===== config.mk =====
export PLATFORM = sky130hd
export DESIGN_NAME = matrix_local_extremum_counter_top
export DESIGN_NICKNAME = d
export VERILOG_FILES = /design/src/mlec_pkg.sv /design/src/matrix_local_extremum_counter_top.sv /design/src/mlec_ram.sv /design/src/mlec_judge.sv
export SDC_FILE = /design/constraint.sdc
export NUM_CORES = 2
export LEC_CHECK = 0
export ABC_AREA = 1
export BUFFER_PORTS_ARGS = -buffer_cell sky130_fd_sc_hd__buf_2
export CAP_MARGIN = 20
export CORE_ASPECT_RATIO = 1.5
export CORE_MARGIN = 5
export CORE_UTILIZATION = 50
export CTS_CLUSTER_DIAMETER = 100
export DETAILED_ROUTE_END_ITERATION = 8
export PLACE_DENSITY_LB_ADDON = 0.12
export SETUP_SLACK_MARGIN = 0.5
export SYNTH_ARGS = -nofsm -noshare
export SYNTH_HDL_FRONTEND = slang
export SYNTH_SLANG_ARGS = --single-unit

===== constraint.sdc =====
create_clock -name aclk -period 19.4 [get_ports aclk]
set_clock_uncertainty 0.1 [all_clocks]
set_input_delay 0.97 -clock aclk [delete_from_list [all_inputs] [get_ports aclk]]
set_output_delay 0.97 -clock aclk [all_outputs]
set_load 0.01 [all_outputs]

===== src/mlec_pkg.sv =====
`timescale 1ns / 1ps
`default_nettype none

package mlec_pkg;

    // Defaults for the top-level parameters
    localparam int MaxDimDefault      = 128;
    localparam int SampleWidthDefault = 16;

    // Configuration port
    localparam int CFG_DATA_W  = 8;
    localparam int CFG_INDEX_W = 1;
    localparam logic [CFG_INDEX_W-1:0] REG_NUM_ROWS = 1'd0;
    localparam logic [CFG_INDEX_W-1:0] REG_NUM_COLS = 1'd1;
    localparam logic [CFG_DATA_W-1:0]  SIZE_RESET   = 8'd128;

    // Result field
    localparam int TALLY_W    = 15;
    localparam int M_TDATA_W  = ((TALLY_W + 7) / 8) * 8;
    localparam logic [TALLY_W-1:0] TALLY_MAX = '1;

    // Per-sample position flags carried from the address stage to the window stage
    typedef struct packed {
        logic r_ge1;
        logic r_ge2;
        logic c_ge1;
        logic c_ge2;
        logic last_col;
        logic last_row;
    } pos_flags_t;

endpackage

`default_nettype wire


===== src/matrix_local_extremum_counter_top.sv =====
`timescale 1ns / 1ps
`default_nettype none

// Counts strict local maxima and minima (3x3 neighborhood, edges use only in-range
// neighbors, any equal neighbor disqualifies) of a num_rows x num_cols matrix of
// signed samples streamed in raster order. One sample is taken every cycle; the count
// beat passes the window stage into the output register after a matrix's last sample is
// accepted, then the next matrix starts. Input stalls only when a sample that closes a
// matrix finds the count register still occupied. The two previous rows live in one
// MAX_DIM-word RAM of 2*SAMPLE_WIDTH bits with a registered read; the window stage
// writes each column back as its beat leaves, and a read of the column still being
// written (single-column matrices) is forwarded. Size registers read as 0 mean 1 and
// above MAX_DIM mean MAX_DIM; the user must write them between matrices (not enforced).
module matrix_local_extremum_counter_top
    import mlec_pkg::*;
#(
    parameter int MAX_DIM      = MaxDimDefault,
    parameter int SAMPLE_WIDTH = SampleWidthDefault
) (
    input  wire logic                                   aclk,
    input  wire logic                                   aresetn,
    // sample input
    input  wire logic                                   s_tvalid,
    output      logic                                   s_tready,
    input  wire logic [((SAMPLE_WIDTH+7)/8)*8-1:0]      s_tdata,  // [SW-1:0] sample_value
    // count output
    output      logic                                   m_tvalid,
    input  wire logic                                   m_tready,
    output      logic [M_TDATA_W-1:0]                   m_tdata,  // [14:0] extremum_count
    // configuration writes
    input  wire logic                                   cfg_valid,
    output      logic                                   cfg_ready,
    input  wire logic [CFG_INDEX_W-1:0]                 cfg_index,
    input  wire logic [CFG_DATA_W-1:0]                  cfg_data
);

    localparam int SW    = SAMPLE_WIDTH;
    localparam int POS_W = $clog2(MAX_DIM);
    localparam int DIM_W = $clog2(MAX_DIM + 1);
    localparam int CMP_W = (DIM_W > CFG_DATA_W) ? DIM_W : CFG_DATA_W;

    // ---------------- configuration ----------------
    logic [CFG_DATA_W-1:0] num_rows_reg;
    logic [CFG_DATA_W-1:0] num_cols_reg;

    assign cfg_ready = 1'b1;

    always_ff @(posedge aclk) begin
        if (!aresetn) begin
            num_rows_reg <= SIZE_RESET;
            num_cols_reg <= SIZE_RESET;
        end else if (cfg_valid) begin
            unique case (cfg_index)
                REG_NUM_ROWS: num_rows_reg <= cfg_data;
                REG_NUM_COLS: num_cols_reg <= cfg_data;
                default: ;
            endcase
        end
    end

    // Effective sizes: zero reads as one, clamp to MAX_DIM
    logic [CMP_W-1:0] rows_eff;
    logic [CMP_W-1:0] cols_eff;

    always_comb begin
        rows_eff = CMP_W'(num_rows_reg);
        if (rows_eff == '0) begin
            rows_eff = CMP_W'(1);
        end else if (rows_eff > CMP_W'(MAX_DIM)) begin
            rows_eff = CMP_W'(MAX_DIM);
        end
        cols_eff = CMP_W'(num_cols_reg);
        if (cols_eff == '0) begin
            cols_eff = CMP_W'(1);
        end else if (cols_eff > CMP_W'(MAX_DIM)) begin
            cols_eff = CMP_W'(MAX_DIM);
        end
    end

    // ---------------- address stage ----------------
    logic [POS_W-1:0] row_reg;
    logic [POS_W-1:0] col_reg;
    logic             s_accept;
    pos_flags_t       flags_in;

    assign s_accept = s_tvalid && s_tready;

    always_comb begin
        flags_in.r_ge1    = row_reg != '0;
        flags_in.r_ge2    = CMP_W'(row_reg) >= CMP_W'(2);
        flags_in.c_ge1    = col_reg != '0;
        flags_in.c_ge2    = CMP_W'(col_reg) >= CMP_W'(2);
        flags_in.last_col = (CMP_W'(col_reg) + CMP_W'(1)) >= cols_eff;
        flags_in.last_row = (CMP_W'(row_reg) + CMP_W'(1)) >= rows_eff;
    end

    // Raster position
    always_ff @(posedge aclk) begin
        if (!aresetn) begin
            row_reg <= '0;
            col_reg <= '0;
        end else if (s_accept) begin
            if (flags_in.last_col) begin
                col_reg <= '0;
                row_reg <= flags_in.last_row ? '0 : row_reg + POS_W'(1);
            end else begin
                col_reg <= col_reg + POS_W'(1);
            end
        end
    end

    // ---------------- row store RAM: {middle, upper} ----------------
    logic             s1_valid_reg;
    logic             s1_fire;
    logic signed [SW-1:0] s1_x_reg;
    logic [POS_W-1:0] s1_col_reg;
    pos_flags_t       s1_flags_reg;
    logic [2*SW-1:0]  ram_rdata;
    logic [2*SW-1:0]  ram_wdata;
    logic             fwd_reg;
    logic [2*SW-1:0]  fwd_data_reg;
    logic [2*SW-1:0]  row_word;

    mlec_ram #(
        .WIDTH (2 * SW),
        .DEPTH (MAX_DIM)
    ) u_row_ram (
        .clk   (aclk),
        .we    (s1_fire),
        .waddr (s1_col_reg),
        .wdata (ram_wdata),
        .re    (s_accept),
        .raddr (col_reg),
        .rdata (ram_rdata)
    );

    // Forward the column being written when the next beat reads it back
    always_ff @(posedge aclk) begin
        if (!aresetn) begin
            fwd_reg <= 1'b0;
        end else if (s_accept) begin
            fwd_reg <= s1_valid_reg && (s1_col_reg == col_reg);
        end
    end

    always_ff @(posedge aclk) begin
        if (s_accept) begin
            fwd_data_reg <= ram_wdata;
        end
    end

    assign row_word  = fwd_reg ? fwd_data_reg : ram_rdata;

    // ---------------- window stage ----------------
    logic signed [SW-1:0] up_val;
    logic signed [SW-1:0] mid_val;
    logic signed [SW-1:0] win_reg [9];
    logic signed [SW-1:0] win_next [9];
    logic [2:0]           rv;
    logic [2:0]           cv;
    logic [3:0]           cell_en;
    logic [3:0]           cell_hit;
    logic                 s1_emit;
    logic                 out_valid_reg;
    logic [TALLY_W-1:0]   out_count_reg;
    logic [TALLY_W-1:0]   tally_reg;
    logic [TALLY_W-1:0]   tally_next;
    logic [2:0]           hit_cnt;
    logic [TALLY_W:0]     tally_sum;

    assign up_val    = row_word[SW-1:0];
    assign mid_val   = row_word[2*SW-1:SW];
    assign ram_wdata = {s1_x_reg, mid_val};

    // Shift the window left and bring in the new column
    always_comb begin
        for (int k = 0; k < 3; k++) begin
            win_next[k*3+0] = win_reg[k*3+1];
            win_next[k*3+1] = win_reg[k*3+2];
        end
        win_next[2] = up_val;
        win_next[5] = mid_val;
        win_next[8] = s1_x_reg;
    end

    assign rv = {1'b1, s1_flags_reg.r_ge1, s1_flags_reg.r_ge2};
    assign cv = {1'b1, s1_flags_reg.c_ge1, s1_flags_reg.c_ge2};

    assign cell_en[0] = s1_flags_reg.r_ge1    && s1_flags_reg.c_ge1;
    assign cell_en[1] = s1_flags_reg.r_ge1    && s1_flags_reg.last_col;
    assign cell_en[2] = s1_flags_reg.last_row && s1_flags_reg.c_ge1;
    assign cell_en[3] = s1_flags_reg.last_row && s1_flags_reg.last_col;

    // Four candidate cells: window positions (1,1), (1,2), (2,1), (2,2)
    for (genvar g = 0; g < 4; g++) begin : g_cell
        localparam int CR = 1 + g / 2;
        localparam int CC = 1 + g % 2;
        logic signed [SW-1:0] nb [8];
        logic [7:0]           nm;

        for (genvar k = 0; k < 8; k++) begin : g_nb
            localparam int IDX = (k < 4) ? k : k + 1;
            localparam int NR  = CR + IDX / 3 - 1;
            localparam int NC  = CC + IDX % 3 - 1;
            if (NR <= 2 && NC <= 2) begin : g_in
                assign nb[k] = win_next[NR*3+NC];
                assign nm[k] = rv[NR] && cv[NC];
            end else begin : g_out
                assign nb[k] = '0;
                assign nm[k] = 1'b0;
            end
        end

        mlec_judge #(
            .SAMPLE_WIDTH (SW)
        ) u_judge (
            .center (win_next[CR*3+CC]),
            .nbr    (nb),
            .mask   (nm),
            .enable (cell_en[g]),
            .hit    (cell_hit[g])
        );
    end

    // Saturating tally
    always_comb begin
        hit_cnt = 3'(cell_hit[0]) + 3'(cell_hit[1]) + 3'(cell_hit[2]) + 3'(cell_hit[3]);
        tally_sum = (TALLY_W+1)'(tally_reg) + (TALLY_W+1)'(hit_cnt);
        tally_next = tally_sum[TALLY_W] ? TALLY_MAX : tally_sum[TALLY_W-1:0];
    end

    assign s1_emit  = s1_flags_reg.last_col && s1_flags_reg.last_row;
    assign s1_fire  = s1_valid_reg && !(s1_emit && out_valid_reg && !m_tready);
    assign s_tready = !s1_valid_reg || s1_fire;

    always_ff @(posedge aclk) begin
        if (!aresetn) begin
            s1_valid_reg <= 1'b0;
        end else if (s_accept) begin
            s1_valid_reg <= 1'b1;
        end else if (s1_fire) begin
            s1_valid_reg <= 1'b0;
        end
    end

    always_ff @(posedge aclk) begin
        if (s_accept) begin
            s1_x_reg     <= signed'(s_tdata[SW-1:0]);
            s1_col_reg   <= col_reg;
            s1_flags_reg <= flags_in;
        end
    end

    // Window and tally advance on each beat leaving the window stage
    always_ff @(posedge aclk) begin
        if (!aresetn) begin
            for (int k = 0; k < 9; k++) begin
                win_reg[k] <= '0;
            end
            tally_reg <= '0;
        end else if (s1_fire) begin
            win_reg   <= win_next;
            tally_reg <= s1_emit ? '0 : tally_next;
        end
    end

    // ---------------- output register ----------------
    always_ff @(posedge aclk) begin
        if (!aresetn) begin
            out_valid_reg <= 1'b0;
        end else if (s1_fire && s1_emit) begin
            out_valid_reg <= 1'b1;
        end else if (m_tready) begin
            out_valid_reg <= 1'b0;
        end
    end

    always_ff @(posedge aclk) begin
        if (s1_fire && s1_emit) begin
            out_count_reg <= tally_next;
        end
    end

    assign m_tvalid = out_valid_reg;
    assign m_tdata  = M_TDATA_W'(out_count_reg);

endmodule

`default_nettype wire


===== src/mlec_ram.sv =====
`timescale 1ns / 1ps
`default_nettype none

module mlec_ram #(
    parameter int WIDTH = 32,
    parameter int DEPTH = 128
) (
    input  wire logic                     clk,
    input  wire logic                     we,
    input  wire logic [$clog2(DEPTH)-1:0] waddr,
    input  wire logic [WIDTH-1:0]         wdata,
    input  wire logic                     re,
    input  wire logic [$clog2(DEPTH)-1:0] raddr,
    output      logic [WIDTH-1:0]         rdata
);

    logic [WIDTH-1:0] mem [DEPTH];

    // Read returns the old word on a same-address write
    always_ff @(posedge clk) begin
        if (re) begin
            rdata <= mem[raddr];
        end
        if (we) begin
            mem[waddr] <= wdata;
        end
    end

endmodule

`default_nettype wire


===== src/mlec_judge.sv =====
`timescale 1ns / 1ps
`default_nettype none

module mlec_judge #(
    parameter int SAMPLE_WIDTH = 16
) (
    input  wire logic signed [SAMPLE_WIDTH-1:0] center,
    input  wire logic signed [SAMPLE_WIDTH-1:0] nbr [8],
    input  wire logic [7:0]                     mask,
    input  wire logic                           enable,
    output      logic                           hit
);

    logic [7:0] gt;
    logic [7:0] lt;

    // Strictly above or strictly below every neighbor in range
    always_comb begin
        for (int k = 0; k < 8; k++) begin
            gt[k] = center > nbr[k];
            lt[k] = center < nbr[k];
        end
        hit = enable && ((&(~mask | gt)) || (&(~mask | lt)));
    end

endmodule

`default_nettype wire

=== Yosys cells after proc, flatten, opt, wreduce, memory -nomap -nowiden ===
Memory sizes are Yosys's and may differ from the RTL's. A register that Yosys moved wholly into a read port is not among the register bits.
Cells that the tools add are included.

* $add $sub $neg: 8
* Magnitude comparators: 54
* Equality and inequality tests: 1
* Multiplexer cells: 15
* Bitwise operators: 13
* Reductions and logical operators: 42

{| class="wikitable"
|+ Operators by type and width
! operator !! number
|-
| 16-bit greater-than comparator || 21
|-
| 16-bit less-than comparator || 21
|-
| 8-bit OR || 8
|-
| 8-bit AND reduction || 8
|-
| 16-bit by 1-bit greater-than comparator with 1-bit output (second input constant) || 3
|-
| 16-bit by 1-bit less-than comparator with 1-bit output (second input constant) || 3
|-
| 32-bit 2-to-1 mux || 1
|-
| 8-bit 2-to-1 mux || 4
|-
| 15-bit 2-to-1 mux || 2
|-
| 1-bit logical AND || 17
|-
| 15-bit by 3-bit adder with 16-bit output || 1
|-
| 7-bit by 1-bit adder with 8-bit output (second input constant) || 2
|-
| 8-bit greater-or-equal comparator || 2
|-
| 8-bit greater-than comparator (second input constant) || 2
|-
| 8-bit zero test || 2
|-
| 7-bit by 1-bit adder with 7-bit output (second input constant) || 2
|-
| 7-bit by 2-bit greater-or-equal comparator with 1-bit output (second input constant) || 2
|-
| 7-bit 2-to-1 mux || 2
|-
| 7-bit nonzero test || 2
|-
| 4-bit NOT with 8-bit output || 1
|-
| 5-bit NOT with 8-bit output || 1
|-
| 7-bit NOT with 8-bit output || 1
|-
| 8-bit NOT || 1
|-
| 7-bit equality test || 1
|-
| 9 further kinds || 23
|}

* Register bits: 220
* Memory bits (writable): 4,096
* Bits of input ports: 30
* Logic and storage cells: 158
* Memories: 1

{| class="wikitable"
|+ Memories
! name !! words !! bits a word !! rd ports !! clocked after Yosys merged registers in !! wr ports !! RTL line !! source
|-
| u_row_ram.mem || 128 || 32 || 1 || 1 || 1 || mlec_ram.sv:17 || <nowiki>logic [WIDTH-1:0] mem [DEPTH];</nowiki>
|}

=== Longest topological paths before layout ===
* Depth after elaboration: 12
* Mapped depth: 33
* Mapped depth without buffers: 33

=== By module ===
A second synthesis with hierarchy kept.

* Cell total of the unflattened synthesis: 16,988
* Area, all modules: 189,297.8 um^2

{| class="wikitable"
|+ Modules (own cells, without submodules)
! module !! times used !! cells each !! area an instance (um^2) !! seq. area each (um^2)
|-
| mlec_ram || 1 || 13,389 || 164,954.5 || 123,958.9
|-
| mlec_judge || 4 || 648 || 3,793.6 || 0.0
|-
| matrix_local_extremum_counter_top || 1 || 1,007 || 9,168.8 || 5,165.0
|}

=== Worst setup path before layout ===
OpenSTA, ideal clock, no wires.

* Path kind: register to register
* Start: reg s1_x_reg[15]
* End: reg tally_reg[12]
* Library setup time: 0.070 ns
* Arrival time: 5.981 ns
* Required time: 19.230 ns
* Slack: 13.248 ns
* Stages on the path, launching flop included: 23
* Path through: edfxtp_1 -> inv_1 -> ha_1 -> nand2_1 -> nor4_1 -> nand2_1 -> nand3_1 -> nand3_1 -> a21oi_1 -> nand3_1 -> nand2_1 -> nand2_1 -> fa_1 -> fa_1 -> fa_1 -> nor2_1 -> nand3_1 -> nor3_2 -> nand4_1 -> or2_2 -> nand3_2 -> nand2_1 -> a21oi_1

* Cells in the longest elaborated chain, start to end: 11

{| class="wikitable"
|+ Ends and longest elaborated chain
! element !! RTL line !! source
|-
| from (decl) || matrix_local_extremum_counter_top.sv:115 || <nowiki>logic signed [SW-1:0] s1_x_reg;</nowiki>
|-
| from (signal assigned) || matrix_local_extremum_counter_top.sv:248 || <nowiki>s1_x_reg <= signed'(s_tdata[SW-1:0]);</nowiki>
|-
| 16-bit greater-than comparator or 16-bit less-than comparator (tied branches) || mlec_judge.sv:20, mlec_judge.sv:21 ||
|-
| 8-bit OR || mlec_judge.sv:23 || <nowiki>hit = enable && ((&(~mask | gt)) || (&(~mask | lt)));</nowiki>
|-
| 8-bit AND reduction || mlec_judge.sv:23 ||
|-
| 1-bit logical OR || mlec_judge.sv:23 ||
|-
| 1-bit logical AND || mlec_judge.sv:23 ||
|-
| 1-bit by 1-bit adder with 2-bit output || matrix_local_extremum_counter_top.sv:227 || <nowiki>hit_cnt = 3'(cell_hit[0]) + 3'(cell_hit[1]) + 3'(cell_hit[2]) + 3'(cell_hit[3]);</nowiki>
|-
| 2-bit by 1-bit adder with 3-bit output || matrix_local_extremum_counter_top.sv:227 ||
|-
| 3-bit by 1-bit adder with 3-bit output * || matrix_local_extremum_counter_top.sv:227 ||
|-
| 15-bit by 3-bit adder with 16-bit output * || matrix_local_extremum_counter_top.sv:228 || <nowiki>tally_sum = (TALLY_W+1)'(tally_reg) + (TALLY_W+1)'(hit_cnt);</nowiki>
|-
| 15-bit 2-to-1 mux * || matrix_local_extremum_counter_top.sv:229 || <nowiki>tally_next = tally_sum[TALLY_W] ? TALLY_MAX : tally_sum[TALLY_W-1:0];</nowiki>
|-
| net tally_next[12] || matrix_local_extremum_counter_top.sv:167 || <nowiki>logic [TALLY_W-1:0] tally_next;</nowiki>
|-
| 15-bit 2-to-1 mux * || matrix_local_extremum_counter_top.sv:263 || <nowiki>tally_reg <= s1_emit ? '0 : tally_next;</nowiki>
|-
| to (signal assigned) || matrix_local_extremum_counter_top.sv:263 ||
|-
| to (decl) || matrix_local_extremum_counter_top.sv:166 || <nowiki>logic [TALLY_W-1:0] tally_reg;</nowiki>
|}

The timed path passes the listed nets; every way through them passes the cells marked *.
A chain may end at the register's enable or synchronous reset.

==> summary.md <==
| Metric | Value |
|---|---|
| Run status | finished clean |
| Post-CTS sizing | 0 |
| Share of power burned in the clock network | 0.395 |
| Placement Setup Slack | approximately 12 ns |
| Placed cell count | about 18k |
| Bufs on Longest Clock Path | 4 |
| EDFF count, synth | approximately 4.2k |
| Cells after Synth | roughly 14k |
| Internal | approximately 15000 µW |
| Number of global-route vias before repair | roughly 110k |
| Root Driver | clkbuf_16 |
| Top cells by area, synth | edfxtp_1 (72%), o21ai_0 (5.9%), nor2_1 (5.4%), nand2_1 (2.1%), o22ai_1 (2.1%) |
| Total Nets Final | about 14k |
| Fin crit period | slightly above 7 ns |
| Max reg flops | a little over 4k |
| Post-synth top area share | 0.716 |
| Die X | 495 µm |
| DIE AREA | approximately 0.36 mm² |
| Slowest stage cell, crit path | buf_4 |
| Via Count | 118k |
| DR vias/cell | between 6 and 7 |
| HPWL after DPL | around 310000 µm |
| Register with the most flip-flops | u_row_ram.mem |
| Number of port buffers | 46 |
| Wire per inst | ~31 µm |
| Synth Register Bits | roughly 4.3k |
| CP dominant cell by count | nand2_1 |
| Initial cell density of the core | 0.501 |
| Seq pwr share | 0.514 |
| Global-route total usage across every layer | 0.308 |
| Worst setup EP type | flip-flop |
| Area leader, netlist | edfxtp_1 |
| Post-DP Area | around 0.18 mm² |
| Combinational Power Share | 0.090 |
| Fmax | between 0.1 and 0.15 GHz |
| Slew HR | 0.170 |
| Crit start category | flip-flop |
| Leakage | between 0.06 and 0.07 µW |
| Synth Warn # | 0 |
| Hold Path Stages | 1 |
| Top Ports | between 40 and 50 |
| Clk Latency, worst-skew pair | ~0.96 ns |
| Most frequent cell after synthesis | edfxtp_1 |
| Crit share post-route | 0.366 |
| Hold Path Class | in2reg |
| Row count | roughly 270 |
| Sequential area share after synthesis | 0.733 |
| Design Area, Final | ~0.2 mm² |
| Cts hold-fix bufs | 0 |
| H-tree depth | 5 |
| Number of CTS-inserted buffers | just over 400 |
| Slew Viols, Final | 0 |
| Delay-heaviest family, CP | buffers and inverters |
| Post-synth top flop | edfxtp_1 |
| Number of cells on the critical path | 27 |
| Mean post-synth cell area | about 13 µm² |
| Mapped Nets | 14.1k |
| Total Wirelength | 575000 µm |
| Post-route DRC | 0 |
| # fillers | around 29k |
| Setup WS post-layout | roughly 12 ns |
| Largest net degree at the start of global routing | 202 |
| DRT iter0 DRCs | around 14k |
| Buf+Inv Stages, Crit Path | 3 |
| Clk sinks | between 4k and 5k |
| First-pass GRT wire length | between 800000 and 900000 µm |
| Fin util | 0.555 |
| Mapped Area | 0.176 mm² |
| Final hold violations | 0 |
| Path depth of the worst reg2reg path | 27 |
| Ys async rst share | 0 |
| PwrDens | between 100 and 150 mW/mm² |
| VDD IR max | between 0.07 and 0.08 mV |
| DRT antenna net count | 0 |
| Core footprint | about 0.35 mm² |
| Post-synth top cells | edfxtp_1 (4204), nor2_1 (2550), o21ai_0 (2072), nand2_1 (981), o22ai_1 (580) |
| Grt total ovfl | 0 |
| RD Place Congestion | roughly 0.9 |
| Max Cap Violations | 0 |
| P_sw | 5000 µW |
| Finished Layout Cells | 18.7k |
| Die height | 737 µm |
| DR pass1 iterations | 6 |
| RSZ-0062 raised after global routing | false |
| Critical path data required time | 20.17 ns |
| Area delta synth->final | 10.8% |
| Initial antenna violation count | 27 |
| Layout cells sized above 1 | 0.0797 |
| Worst slew pin tran | 1.24 ns |
| Slowest cell delay on critical path | about 0.81 ns |
| Setup TNS | 0 ns |
| Worst Path Max Fanout | 74 |
| Clk slew on worst S/H paths | approximately 0.060 ns |
| WS Path Type | reg2reg |
| Final setup vio count | 0 |
| Setup Buffers After CTS | 0 |
| Netlist cell types | 50 |
| Net Sw Frac | 0.244 |
| Worst EP arrival | ~8 ns |
| CTS tree | done |
-- power by group through the flow --
| stage | Clock, µW | Combinational (µW) | Sequential, µW |
|---|---|---|---|
| floorplan | 0 | 1110 | 10800 |
| global placement | 0 | 1790 | 10700 |
| detailed placement | 0 | 1830 | 10700 |
| CTS | 8190 | 1840 | 10500 |
| global route | 8580 | 2010 | 10500 |
| finish | 8100 | 1850 | 10500 |
-- path summary, 6_finish.rpt --
kind,from,end,slack [ns]
worst max-delay path,fwd_reg$_SDFFE_PN0P_,tally_reg[12]$_SDFFE_PN0P_,12.29
worst min-delay path,s_tdata[6],s1_x_reg[6]$_DFFE_PP_,0.08
worst max register to register,fwd_reg$_SDFFE_PN0P_,tally_reg[12]$_SDFFE_PN0P_,12.29
worst min register to register,g_cell[0].nb[125]$_SDFFE_PN0P_,g_cell[0].nb[125]$_SDFFE_PN0P_,0.37
-- layout make-up --
type	count	area, µm²	area share
multi-input combinational	8259	42700	0.219
clock inverter	264	2580	0.0132
sequential	4348	129000	0.662
clock buffer	487	10700	0.0550
timing repair buffer	357	2920	0.0149
tap	4707	5890	0.0302
inverter	306	1230	0.00629
antenna	12	30.0	0.000154
-- placed cells by master, fill, tap and decap left out, types with 111 or more instances in the layout --
master / n
nor2_4: 130
inv_1: 279
o221ai_1: 189
nand3_1: 530
edfxtp_1: 4204
o22ai_1: 580
o21ai_0: 2072
a21oi_1: 379
o21ai_1: 123
nand4_1: 111
nand2_1: 980
buf_4: 284
nor2_1: 2421
ha_1: 263
clkbuf_16: 418
dfxtp_1: 136
o211ai_1: 332
-- stage by stage --
step,hold WS [ns],power [µW]
3_5_place_dp,0.358,12600
3_3_place_gp,0.348,12500
4_1_cts,0.0171,20600
2_1_floorplan,0.306,11900
5_1_grt,0.0473,21100
6_report,0.0814,20500
-- layer usage --
layer,global-route usage,part of all wire
met3,0.0431,0.081
met5,0,0.000038
met2,0.510,0.48
met1,0.391,0.37
met4,0.177,0.068
-- cell families after synthesis --
| group | count (synthesis) | share of synthesized area |
|---|---|---|
| XOR/XNOR | 15 | 0.000745 |
| flip-flops | 4348 | 0.733 |
| multiplexers | 16 | 0.000916 |
| AND/OR/NAND/NOR | 4219 | 0.0959 |
| other | 2 | 0.0000426 |
| adder cells (fa/ha/maj) | 266 | 0.0190 |
| AO/OA/AOI/OAI | 3741 | 0.120 |
| buffers and inverters | 1237 | 0.0308 |
(Power assumes the default switching activity.)
